**src/hw/rtl/timing_bit_preamble_deframer_assert.svh**
```systemverilog
// Assertion macros for the deframer
`ifndef TIMING_BIT_PREAMBLE_DEFRAMER_ASSERT_SVH
`define TIMING_BIT_PREAMBLE_DEFRAMER_ASSERT_SVH

`ifndef SYNTHESIS
`define TBPD_ASSERT(label, prop, msg) \
    label: assert property (@(posedge aclk) disable iff (!aresetn) prop) else $error(msg);
`define TBPD_ASSERT_ALWAYS(label, prop, msg) \
    label: assert property (@(posedge aclk) prop) else $error(msg);
`else
`define TBPD_ASSERT(label, prop, msg)
`define TBPD_ASSERT_ALWAYS(label, prop, msg)
`endif

`endif

```
**src/hw/rtl/tbpd_pkg.sv**
```systemverilog
package tbpd_pkg;

    typedef enum logic [1:0] {
        PHASE_HUNT_FIRST  = 2'd0,
        PHASE_HUNT_SECOND = 2'd1,
        PHASE_SYNCED      = 2'd2
    } phase_t;

    localparam logic [7:0]  PreambleByte   = 8'hAA;
    localparam logic [7:0]  EndByte        = 8'h00;
    localparam logic [15:0] ThresholdReset = 16'd506;
    localparam logic [2:0]  LastBit        = 3'd7;

    localparam logic [2:0] EvFirstMismatch  = 3'd0;
    localparam logic [2:0] EvSecondMismatch = 3'd1;
    localparam logic [2:0] EvSynced         = 3'd2;
    localparam logic [2:0] EvMessage        = 3'd3;
    localparam logic [2:0] EvEnd            = 3'd4;

endpackage

```
**src/hw/rtl/timing_bit_preamble_deframer.sv**
```systemverilog
// An accepted sample is held in the input register; a result for the byte that it completes is
// loaded from there into the result register, where it is held until taken.
// Throughput: one latency sample per clock; the input register stalls only while it holds a
// sample that completes a byte with a result and the result register is full and not taken.
// Reset: synchronous, active low; clears phase, bit count, partial byte and valids,
// and loads hit_threshold with 506.
`include "timing_bit_preamble_deframer_assert.svh"

module timing_bit_preamble_deframer (
    input  logic        aclk,
    input  logic        aresetn,
    input  logic        cfg_valid,
    output logic        cfg_ready,
    input  logic [15:0] cfg_data,      // hit_threshold
    input  logic        s_tvalid,
    output logic        s_tready,
    input  logic [15:0] s_tdata,       // [15:0] reload_latency
    output logic        m_tvalid,
    input  logic        m_tready,
    output logic [7:0]  m_tdata,       // [7:0] byte_value
    output logic [2:0]  m_tuser        // [2:0] event_kind
);
    import tbpd_pkg::*;

    logic [15:0] threshold_reg;
    logic        in_valid_reg;
    logic [15:0] in_latency_reg;
    phase_t      phase_reg, phase_next;
    logic [2:0]  bit_pos_reg, bit_pos_next;
    logic [7:0]  shift_reg, shift_next;
    logic        out_valid_reg, out_valid_next;
    logic [7:0]  out_byte_reg;
    logic [2:0]  out_kind_reg;

    logic        hit_bit;
    logic [7:0]  assembled;
    logic        byte_done;
    logic        emit;
    logic [2:0]  kind;
    logic        advance;
    logic        end_taken;

    assign cfg_ready = 1'b1;
    assign hit_bit   = in_latency_reg < threshold_reg;
    assign assembled = {shift_reg[6:0], hit_bit};
    assign byte_done = bit_pos_reg == LastBit;
    assign advance   = in_valid_reg && (!emit || !out_valid_reg || m_tready);
    assign s_tready  = !in_valid_reg || advance;
    assign end_taken = advance && emit && (kind == EvEnd);

    always_comb begin
        phase_next = phase_reg;
        if (advance && byte_done) begin
            unique case (phase_reg)
                PHASE_HUNT_SECOND: begin
                    phase_next = (assembled == PreambleByte) ? PHASE_SYNCED : PHASE_HUNT_FIRST;
                end
                PHASE_SYNCED: begin
                    phase_next = (assembled == EndByte) ? PHASE_HUNT_FIRST : PHASE_SYNCED;
                end
                default: begin
                    phase_next = (assembled == PreambleByte) ? PHASE_HUNT_SECOND
                                                             : PHASE_HUNT_FIRST;
                end
            endcase
        end
    end

    always_comb begin
        emit = 1'b0;
        kind = EvFirstMismatch;
        if (byte_done) begin
            unique case (phase_reg)
                PHASE_HUNT_SECOND: begin
                    emit = 1'b1;
                    kind = (assembled == PreambleByte) ? EvSynced : EvSecondMismatch;
                end
                PHASE_SYNCED: begin
                    emit = 1'b1;
                    kind = (assembled == EndByte) ? EvEnd : EvMessage;
                end
                default: begin
                    emit = assembled != PreambleByte;
                    kind = EvFirstMismatch;
                end
            endcase
        end
    end

    always_comb begin
        bit_pos_next   = bit_pos_reg;
        shift_next     = shift_reg;
        out_valid_next = out_valid_reg && !m_tready;
        if (advance) begin
            bit_pos_next = bit_pos_reg + 3'd1;
            shift_next   = byte_done ? 8'd0 : assembled;
            if (emit) begin
                out_valid_next = 1'b1;
            end
        end
    end

    always_ff @(posedge aclk) begin
        if (!aresetn) begin
            threshold_reg <= ThresholdReset;
            in_valid_reg  <= 1'b0;
            phase_reg     <= PHASE_HUNT_FIRST;
            bit_pos_reg   <= 3'd0;
            shift_reg     <= 8'd0;
            out_valid_reg <= 1'b0;
        end else begin
            if (cfg_valid) begin
                threshold_reg <= cfg_data;
            end
            if (s_tready) begin
                in_valid_reg <= s_tvalid;
            end
            phase_reg     <= phase_next;
            bit_pos_reg   <= bit_pos_next;
            shift_reg     <= shift_next;
            out_valid_reg <= out_valid_next;
        end
    end

    // hold payload registers until loaded
    always_ff @(posedge aclk) begin
        if (s_tready && s_tvalid) begin
            in_latency_reg <= s_tdata;
        end
        if (advance && emit) begin
            out_byte_reg <= assembled;
            out_kind_reg <= kind;
        end
    end

    assign m_tvalid = out_valid_reg;
    assign m_tdata  = out_byte_reg;
    assign m_tuser  = out_kind_reg;

    `TBPD_ASSERT(a_emit_on_byte, advance && emit |-> byte_done, "result without a completed byte")
    `TBPD_ASSERT(a_emit_loads, advance && emit |=> out_valid_reg, "result request lost")
    `TBPD_ASSERT(a_end_hunts, end_taken |=> phase_reg == PHASE_HUNT_FIRST, "end kept sync")
    `TBPD_ASSERT(a_sync_phase, kind == EvSynced |-> phase_reg == PHASE_HUNT_SECOND, "early sync")
    `TBPD_ASSERT(a_shift_clear, bit_pos_reg == 3'd0 |-> shift_reg == 8'd0, "stale bits")

endmodule

```
**config.mk**
```make
export PLATFORM = sky130hd
export DESIGN_NAME = timing_bit_preamble_deframer
export DESIGN_NICKNAME = d
export VERILOG_FILES = /design/src/hw/rtl/tbpd_pkg.sv /design/src/hw/rtl/timing_bit_preamble_deframer.sv
export VERILOG_INCLUDE_DIRS = /design/src /design/src/hw/rtl
export SDC_FILE = /design/constraint.sdc
export NUM_CORES = 1
export LEC_CHECK = 0
export BUFFER_PORTS_ARGS = -buffer_cell sky130_fd_sc_hd__buf_2
export CORE_ASPECT_RATIO = 1.5
export CORE_MARGIN = 1
export CORE_UTILIZATION = 38
export CTS_CLUSTER_DIAMETER = 200
export DETAILED_ROUTE_END_ITERATION = 6
export HOLD_SLACK_MARGIN = 0.05
export PLACE_DENSITY = 0.69
export SYNTH_ARGS = -nofsm -noshare
export SYNTH_HDL_FRONTEND = slang
export SYNTH_SLANG_ARGS = --single-unit
```
**constraint.sdc**
```tcl
create_clock -name aclk -period 3.8 [get_ports aclk]
set_input_delay 0.76 -clock aclk [delete_from_list [all_inputs] [get_ports aclk]]
set_output_delay 0.76 -clock aclk [all_outputs]
set_load 0.02 [all_outputs]
```
# Yosys cells after proc, flatten, opt, wreduce, memory -nomap -nowiden
# Cells that the tools add are included.
# Widths: inputs -> output; s select.
[totals]
reg_bits = 57
mem_count = 0
latch_bits = 0
mem_bits_ro = 0
out_inout_bits = 14
ramBits = 0
[classes]
n_eq_ne = 5
muxes = 12
mul = 0
bitwise = 0
reduce_logical = 14
shifts = 0
div = 0
add_sub_neg = 1
order_cmp = 1
[op_table]
columns = ["cell", "count"]
rows = [
  ["$lt 16x16->1", 1],
  ["$eq 8x8->1 const B", 1],
  ["$logic_not 8->1", 1],
  ["$ne 8x8->1 const B", 1],
  ["$mux 7", 1],
  ["$mux 2", 3],
  ["$pmux 3 s2", 1],
  ["$logic_and 1x1->1", 5],
  ["$mux 1", 5],
  ["$logic_not 1->1", 4],
  ["$pmux 2 s2", 1],
  ["$add 3x1->3 const B", 1],
  ["$eq 3x3->1 const B", 1],
  ["$logic_or 1x1->1", 3],
  ["$mux 3", 1],
  ["$eq 2x1->1 const B", 1],
  ["$eq 2x2->1 const B", 1],
  ["$reduce_or 2->1", 1],
]

# Logic depth before layout (Yosys ltp)
# Gate-level depths: netlist of the first run.
[logic_depth]
word_depth = 10
depth_mapped = 9
ltp_nobuf = 8

# Worst setup path before layout of the first run
# Ideal clock, no wire load.
[synth_timing]
path_kind = "register to register"
startpoint = "register in_latency_reg[14]"
endpoint = "register in_latency_reg[0], enable pin"
setup_ns = 0.414
path_stages_with_launch = 8
period_less_slack_ns = 3.266
t_arrival_ns = 2.853
setup_slack_ns = 0.534
required_time_ns = 3.386
path_cell_list = "edfxtp_1 > ha_1 > nand4_1 > nor4_1 > a311oi_2 > a21oi_1 > nor2_1 > a21boi_0"
[synth_between]
elab_chain_len = 10
[synth_lines]
columns = ["item", "line", "rtl"]
rows = [
  ["start, declared", "timing_bit_preamble_deframer.sv:27", "logic [15:0] in_latency_reg;"],
  ["start signal, assigned", "timing_bit_preamble_deframer.sv:128", "in_latency_reg <= s_tdata;"],
  ["$lt 16x16->1", "timing_bit_preamble_deframer.sv:44", "assign hit_bit = in_latency_reg < threshold_reg;"],
  ["$ne 8x8->1", "timing_bit_preamble_deframer.sv:83", "emit = assembled != PreambleByte;"],
  ["$mux 1", "timing_bit_preamble_deframer.sv:73", "unique case (phase_reg)"],
  ["$mux 1", "timing_bit_preamble_deframer.sv:72", "if (byte_done) begin"],
  ["$logic_not 1->1", "timing_bit_preamble_deframer.sv:47", "assign advance = in_valid_reg && (!emit || !out_valid_reg || m_tready);"],
  ["$logic_or 1x1->1 (2 in series)", "timing_bit_preamble_deframer.sv:47", ""],
  ["$logic_and 1x1->1", "timing_bit_preamble_deframer.sv:47", ""],
  ["$logic_or 1x1->1", "timing_bit_preamble_deframer.sv:48", "assign s_tready = !in_valid_reg || advance;"],
  ["$logic_and 1x1->1", "timing_bit_preamble_deframer.sv:127", "if (s_tready && s_tvalid) begin"],
]
# No other way between the ends.
# A chain may end at the register's enable or synchronous reset.

# Worst setup path in the final report of the first run
[layout_timing]
startpoint = "register in_latency_reg[11]"
endpoint = "output s_tready"
[layout_between]
elab_chain_len = 9
[layout_lines]
columns = ["item", "line", "rtl"]
rows = [
  ["$lt 16x16->1", "timing_bit_preamble_deframer.sv:44", ""],
  ["$ne 8x8->1", "timing_bit_preamble_deframer.sv:83", ""],
  ["$mux 1", "timing_bit_preamble_deframer.sv:73", ""],
  ["$mux 1", "timing_bit_preamble_deframer.sv:72", ""],
  ["$logic_not 1->1", "timing_bit_preamble_deframer.sv:47", ""],
  ["$logic_or 1x1->1 (2 in series)", "timing_bit_preamble_deframer.sv:47", ""],
  ["$logic_and 1x1->1", "timing_bit_preamble_deframer.sv:47", ""],
  ["$logic_or 1x1->1", "timing_bit_preamble_deframer.sv:48", ""],
  ["end, declared", "timing_bit_preamble_deframer.sv:16", "output logic s_tready,"],
]
# No other way between the ends.

==> results of run 1 <==
[placed cells by master (no fill, tap or decap), types with 2 or more instances in the layout]
master and instances:
buf_2 49, nand4_1 4, nand3_1 3, nor2b_1 10, o21ai_0 6, o21a_1 2, nand2_1 28, clkbuf_8 12
buf_4 4, dfxtp_1 30, inv_1 20, a21oi_1 6, clkbuf_1 2, o211ai_1 7, mux2i_1 19, nor4_1 3
nor3_1 5, nand3b_1 7, nor2_1 4, nand2b_1 3, o31ai_1 2, edfxtp_1 27, ha_1 19
[logic make-up (layout without fill, tap and decap cells)]
family          after synthesis  after routing  synth area share
buf+inv                      32             89           0.05115
simple gates                 72             72            0.1442
fa+ha+maj                    19             19           0.09255
flops                        57             57            0.5494
mux                          19             19           0.07404
other cells                   1              1          0.001460
compound gates               32             32           0.08719
[synth_stat cells (2+ instances only)]
| cell type | number | area share |
|---|---|---|
| a21boi_0 | 2 | 0.0058 |
| a21oi_1 | 6 | 0.012 |
| buf_1 | 2 | 0.0029 |
| clkbuf_1 | 8 | 0.012 |
| dfxtp_1 | 30 | 0.23 |
| edfxtp_1 | 27 | 0.32 |
| ha_1 | 19 | 0.093 |
| inv_1 | 20 | 0.029 |
| mux2i_1 | 19 | 0.074 |
| nand2_1 | 28 | 0.041 |
| nand2b_1 | 3 | 0.0073 |
| nand3_1 | 3 | 0.0058 |
| nand3b_1 | 7 | 0.020 |
| nand4_1 | 4 | 0.0097 |
| nor2_1 | 4 | 0.0058 |
| nor2b_1 | 10 | 0.024 |
| nor3_1 | 5 | 0.0097 |
| nor4_1 | 3 | 0.0073 |
| o211ai_1 | 7 | 0.020 |
| o21a_1 | 2 | 0.0058 |
| o21ai_0 | 6 | 0.012 |
| o31ai_1 | 2 | 0.0058 |
[power breakdown]
part	total, mW	switching [mW]	internal, mW
sequential	0.681	0.0105	0.671
combinational	0.117	0.0637	0.0533
clock	0.581	0.225	0.356
[cell type report]
type | count | area (um^2) | share of cell area
inverter | 20 | 75.07 | 0.02429
multi-input combinational | 143 | 1026 | 0.3320
clock inverter | 2 | 35.03 | 0.01134
clock buffer | 14 | 172.7 | 0.05587
tap | 76 | 95.09 | 0.03077
timing repair buffer | 53 | 275.3 | 0.08907
sequential | 57 | 1411 | 0.4567
[metrics by stage]
step	setup WS (ps)	power, mW	std cells
5_1_grt	263.5	1.451	365
3_5_place_dp	804.4	0.8127	349
4_1_cts	418.7	1.402	365
2_1_floorplan	533.6	0.7724	232
3_3_place_gp	877.4	0.8086	349
6_report	466.3	1.379	365
[worst max-delay path, cell delays in order, from the launching register on]
cell and delay, ps:
edfxtp_1 370, ha_1 310, a21oi_1 140, o21ai_0 110, a221oi_1 590, a21oi_1 260
nor2_1 230, nand2_1 70, buf_2 160
[final timing paths]
kind / startpoint / to / slack [ps]
worst max register to register: in_latency_reg[11]$_DFFE_PP_ / in_latency_reg[10]$_DFFE_PP_ / 1220
worst min register to register: bit_pos_reg[1]$_SDFFE_PN0P_ / bit_pos_reg[1]$_SDFFE_PN0P_ / 470
worst max-delay path: in_latency_reg[11]$_DFFE_PP_ / s_tready / 470
worst min-delay path: bit_pos_reg[1]$_SDFFE_PN0P_ / bit_pos_reg[1]$_SDFFE_PN0P_ / 470
[routing by layer]
layer | vias to the layer above | GRT usage
met5 | - | 0
met4 | 0 | 0.08634
met3 | 10 | 0.06256
met2 | 44 | 0.2696
met1 | 816 | 0.1481
li1 | 930 | -
==> flow_summary_export.csv, run 1 <==
group,metric,value,unit
outcome,status,"finished clean",
clock_network,cts_max_path_buffers,2,
global_routing,grt_first_pass_wirelength,8031,um
sta,fin_skew,6.154,ps
floorplan,io-pin-count,51,
global_routing,grt_usage,0.1511,
sta,final_max_slew_viol_count,0,
route,m1WireLength,1908,um
critical_path,cp_data_arrival_time,2570,ps
worst_hold_path,whs_path_depth,2,
finish,fill_cells,607,
clock_network,cts_resized,0,
route,highest_layer,"met4",
clock_network,cts-root-buf,"clkbuf_8",
clock_network,cts_max_level,3,
sta,fmax,300.0,MHz
route,vias,1800,
placed_design,dpl.hpwl,3376,um
route,viasPerCell,4.932,
synthesis,synth-async-reset-ratio,0,
clock_network,clk_pin_slew_worst_paths,60,ps
critical_path,r2r_cells,8,
clock_network,worstSkewPairLatency,340,ps
sta,whs,467.0,ps
critical_path,cp-end-kind,"primary output",
clock_network,cts_hold_buffers,0,
critical_path,path_class,"register to primary output",
synthesis,synth_cell_types,37,
finish,nets,340,
route,drt-pass1-iter-count,4,
route,wl_met3,224,um
global_routing,grt_pass1_vias,1831,
floorplan,design.die.area,0.007099,mm^2
route,route.met2.wl,2355,um
clock_network,post_cts_buffers,0,
worst_hold_path,hp-class,"register to register",
placed_design,dpl-instance-area,0.002883,mm^2
clock_network,cts_tree,"yes",
clock_network,clkSinkCount,57,
clock_network,cts_buffers,9,
synthesis,yosysSeqAreaShare,0.5494,
placed_design,gp_congestion,0.8643,
floorplan,rows,36,
critical_path,required,3040,ps
floorplan,die_h,102.7,um
route,ant_nets,0,
synthesis,synth_cells,232,
run,max_cap_violations,0,
route,drt_iter0_markers,86,
power,power_leakage,1.341,nW
synthesis,ys_ff_latch,57,
synthesis,synthFlopType,"dfxtp_1",
sta,slew_headroom,0.5206,
synthesis,synth_area,0.002569,mm^2
synthesis,ys_warn_count,0,
power,ir_drop,0.2657,mV
global_routing,grt_max_degree,44,
finish,area_growth,20.31,%
finish,insertedDiodeCount,0,
sta,finalSetupViolations,0,
power,p_per_area,446.1,mW/mm^2
finish,fin_util,0.4732,
global_routing,grt_overflow,0,
finish,fin_area,0.003090,mm^2
sta,rsz0062_at_grt,"no",
critical_path,crit_fanout,4,
global_routing,grt_antenna_before_repair,0,
sta,finalSetupTns,0,ps
finish,drive_above_1_share,0.2388,
sta,hold_viol,0,
critical_path,cp-start-kind,"register",
synthesis,syn_area_per_cell,11.07,um^2
floorplan,start_util,0.3933,
route,routed_wirelength,4616,um
synthesis,syn_nets,288,
sta,fin_crit,3334,ps
route,drc,0,
floorplan,dieWidth,69.13,um
synthesis,synth-edff-count,27,
placed_design,portBuffers,49,
route,wire_per_inst,12.65,um
sta,timing.final.crit_share,0.8773,
floorplan,fp.coreArea,0.006531,mm^2
sta,worst_pin_slew,719.1,ps
Note: power is estimated with default switching activity, not from simulation.
==> run 2, diff against run 1 <==
--- a/config.mk
+++ b/config.mk
@@ -11,6 +11,7 @@
 export CORE_MARGIN = 1
 export CORE_UTILIZATION = 38
 export CTS_CLUSTER_DIAMETER = 200
+export CTS_CLUSTER_SIZE = 10
 export DETAILED_ROUTE_END_ITERATION = 6
 export HOLD_SLACK_MARGIN = 0.05
 export PLACE_DENSITY = 0.69
==> constraint.sdc (replaced) <==
create_clock -name aclk -period 4 [get_ports aclk]
set_input_delay 0.8 -clock aclk [delete_from_list [all_inputs] [get_ports aclk]]
set_output_delay 0.8 -clock aclk [all_outputs]
set_load 0.02 [all_outputs]
==> run 2 against run 1 <==
Compared with the run above: power down 6.3%; cell count is the same; sequential power decreased by 5.0%; worst setup slack better by 170 ps; core utilization down 0.15 points.
==> flow_summary_export.csv, run 2 (same netlist as run 1, synthesis figures left out) <==
group,metric,value,unit
clock_network,cts_max_path_buffers,2,
finish,area_growth,19.92,%
placed_design,gp_congestion,0.8643,
clock_network,cts_resized,0,
placed_design,portBuffers,49,
finish,insertedDiodeCount,0,
route,ant_nets,0,
sta,fmax,297.4,MHz
route,vias,1816,
finish,fill_cells,607,
critical_path,critPathSlowestCell,"a221oi_1",
placed_design,place_inst,349,
route,drc,0,
clock_network,post_cts_buffers,0,
global_routing,grt_pass1_vias,1774,
route,drt-pass1-iter-count,4,
critical_path,cp.buffers_inverters,2,
route,drt_iter0_markers,61,
clock_network,cts_max_level,3,
finish,fin_cells,365,
clock_network,cts-root-buf,"clkbuf_8",
global_routing,grt_first_pass_wirelength,7845,um
critical_path,cp-start-kind,"register",
sta,finalSetupViolations,0,
critical_path,max_stage_delay,570,ps
floorplan,fp.coreArea,0.006531,mm^2
outcome,status,"finished clean",
floorplan,design.die.area,0.007099,mm^2
critical_path,timing.critical_path.mode_cell,"a21oi_1",
critical_path,path_class,"register to primary output",
clock_network,cts_buffers,9,
finish,nets,340,
global_routing,grt_max_degree,44,
global_routing,grt_usage,0.1464,
floorplan,io-pin-count,51,
floorplan,start_util,0.3933,
finish,final_common_cell,"buf_2",
sta,whs,468.6,ps
floorplan,die_h,102.7,um
run,max_cap_violations,0,
critical_path,cp_data_arrival_time,2560,ps
sta,finalSetupTns,0,ps
finish,drive_above_1_share,0.2353,
route,viasPerCell,4.975,
sta,worst_pin_slew,720.2,ps
power,ir_drop,0.2611,mV
power,p_per_area,419.5,mW/mm^2
worst_hold_path,hp-class,"register to register",
floorplan,dieWidth,69.13,um
sta,timing.final.crit_share,0.8405,
global_routing,grt_antenna_before_repair,0,
clock_network,worstSkewPairLatency,330,ps
placed_design,dpl.hpwl,3349,um
finish,final_cell_mix,"buf_2 (49), dfxtp_1 (30), nand2_1 (28)",
route,wire_per_inst,12.86,um
sta,rsz0062_at_grt,"no",
sta,final_max_slew_viol_count,0,
clock_network,cts_tree,"yes",
sta,slew_headroom,0.5199,
clock_network,clkSinkCount,57,
critical_path,path_delay_family,"compound AO/OA/AOI/OAI gates",
global_routing,grt_overflow,0,
clock_network,cts_hold_buffers,0,
sta,hold_viol,0,
floorplan,rows,36,
critical_path,crit_fanout,4,
critical_path,required,3200,ps
sta,fin_skew,4.460,ps
critical_path,cp_cell_sequence,"inv_1, ha_1, a21oi_1, o21ai_0, a221oi_1, a21oi_1, nor2_1, nand2_1, buf_2",
power,power_leakage,1.335,nW
critical_path,cp-end-kind,"primary output",
sta,fin_crit,3362,ps
route,routed_wirelength,4693,um
clock_network,clk_pin_slew_worst_paths,60,ps
-- run 2: changes by cell type in the layout (fill, tap and decap cells not counted), sizes merged --
| cell | change |
|---|---|
| clkinv | +1 |
| clkbuf | -1 |
-- run 2: worst paths after layout --
path	from	end	slack, ps	cells after the start
setup reg to reg	threshold_reg[14]$_SDFFE_PN0P_	in_latency_reg[10]$_DFFE_PP_	1400	9
hold reg to reg	bit_pos_reg[1]$_SDFFE_PN0P_	bit_pos_reg[1]$_SDFFE_PN0P_	470	2
hold / removal	bit_pos_reg[1]$_SDFFE_PN0P_	bit_pos_reg[1]$_SDFFE_PN0P_	470	2
setup / recovery	threshold_reg[11]$_SDFFE_PN0P_	s_tready	640	9
-- run 2: cell type report --
cell class / count / area [um^2] / share of cell area
Sequential cell: 57 / 1411 / 0.4582
Tap cell: 76 / 95.09 / 0.03087
Multi-Input combinational cell: 143 / 1026 / 0.3331
Inverter: 20 / 75.07 / 0.02437
Clock buffer: 13 / 158.9 / 0.05158
Timing Repair Buffer: 53 / 275.3 / 0.08936
Clock inverter: 3 / 38.79 / 0.01259
-- run 2: routing by layer --
layer  up-vias  global-route usage  part of all wire
met4         0             0.08163             0.017
li1        929                   -                 -
met5         -                   0                 0
met2        47              0.2606              0.52
met3         7             0.05279             0.046
met1       833              0.1495              0.42
-- run 2: report_power, final --
| part | switching, mW | internal (mW) | leakage [nW] | total [mW] |
|---|---|---|---|---|
| Sequential | 0.00998 | 0.637 | 0.506 | 0.647 |
| Clock | 0.214 | 0.319 | 0.101 | 0.533 |
| Combinational | 0.0614 | 0.0508 | 0.728 | 0.112 |
| Total | 0.286 | 1.01 | 1.33 | 1.29 |
-- run 2: stage by stage --
stage               utilization  total power [mW]  instance area [um^2]  worst slack (ps)
floorplan                     -            0.7338                  2569             733.6
global placement         0.4414            0.7682                  2883              1037
detailed placement       0.4414            0.7719                  2883             987.5
CTS                      0.4716             1.309                  3080             604.8
global route             0.4716             1.355                  3080             367.1
finish                   0.4716             1.292                  3080             637.9
-- run 2: tightest hold or removal path: cells and delay by family, from the launching register on --
| kind | cells | cell delay, ps |
|---|---|---|
| DFF | 1 | 310 |
| and+or+nand+nor | 1 | 50 |
| muxes | 1 | 60 |
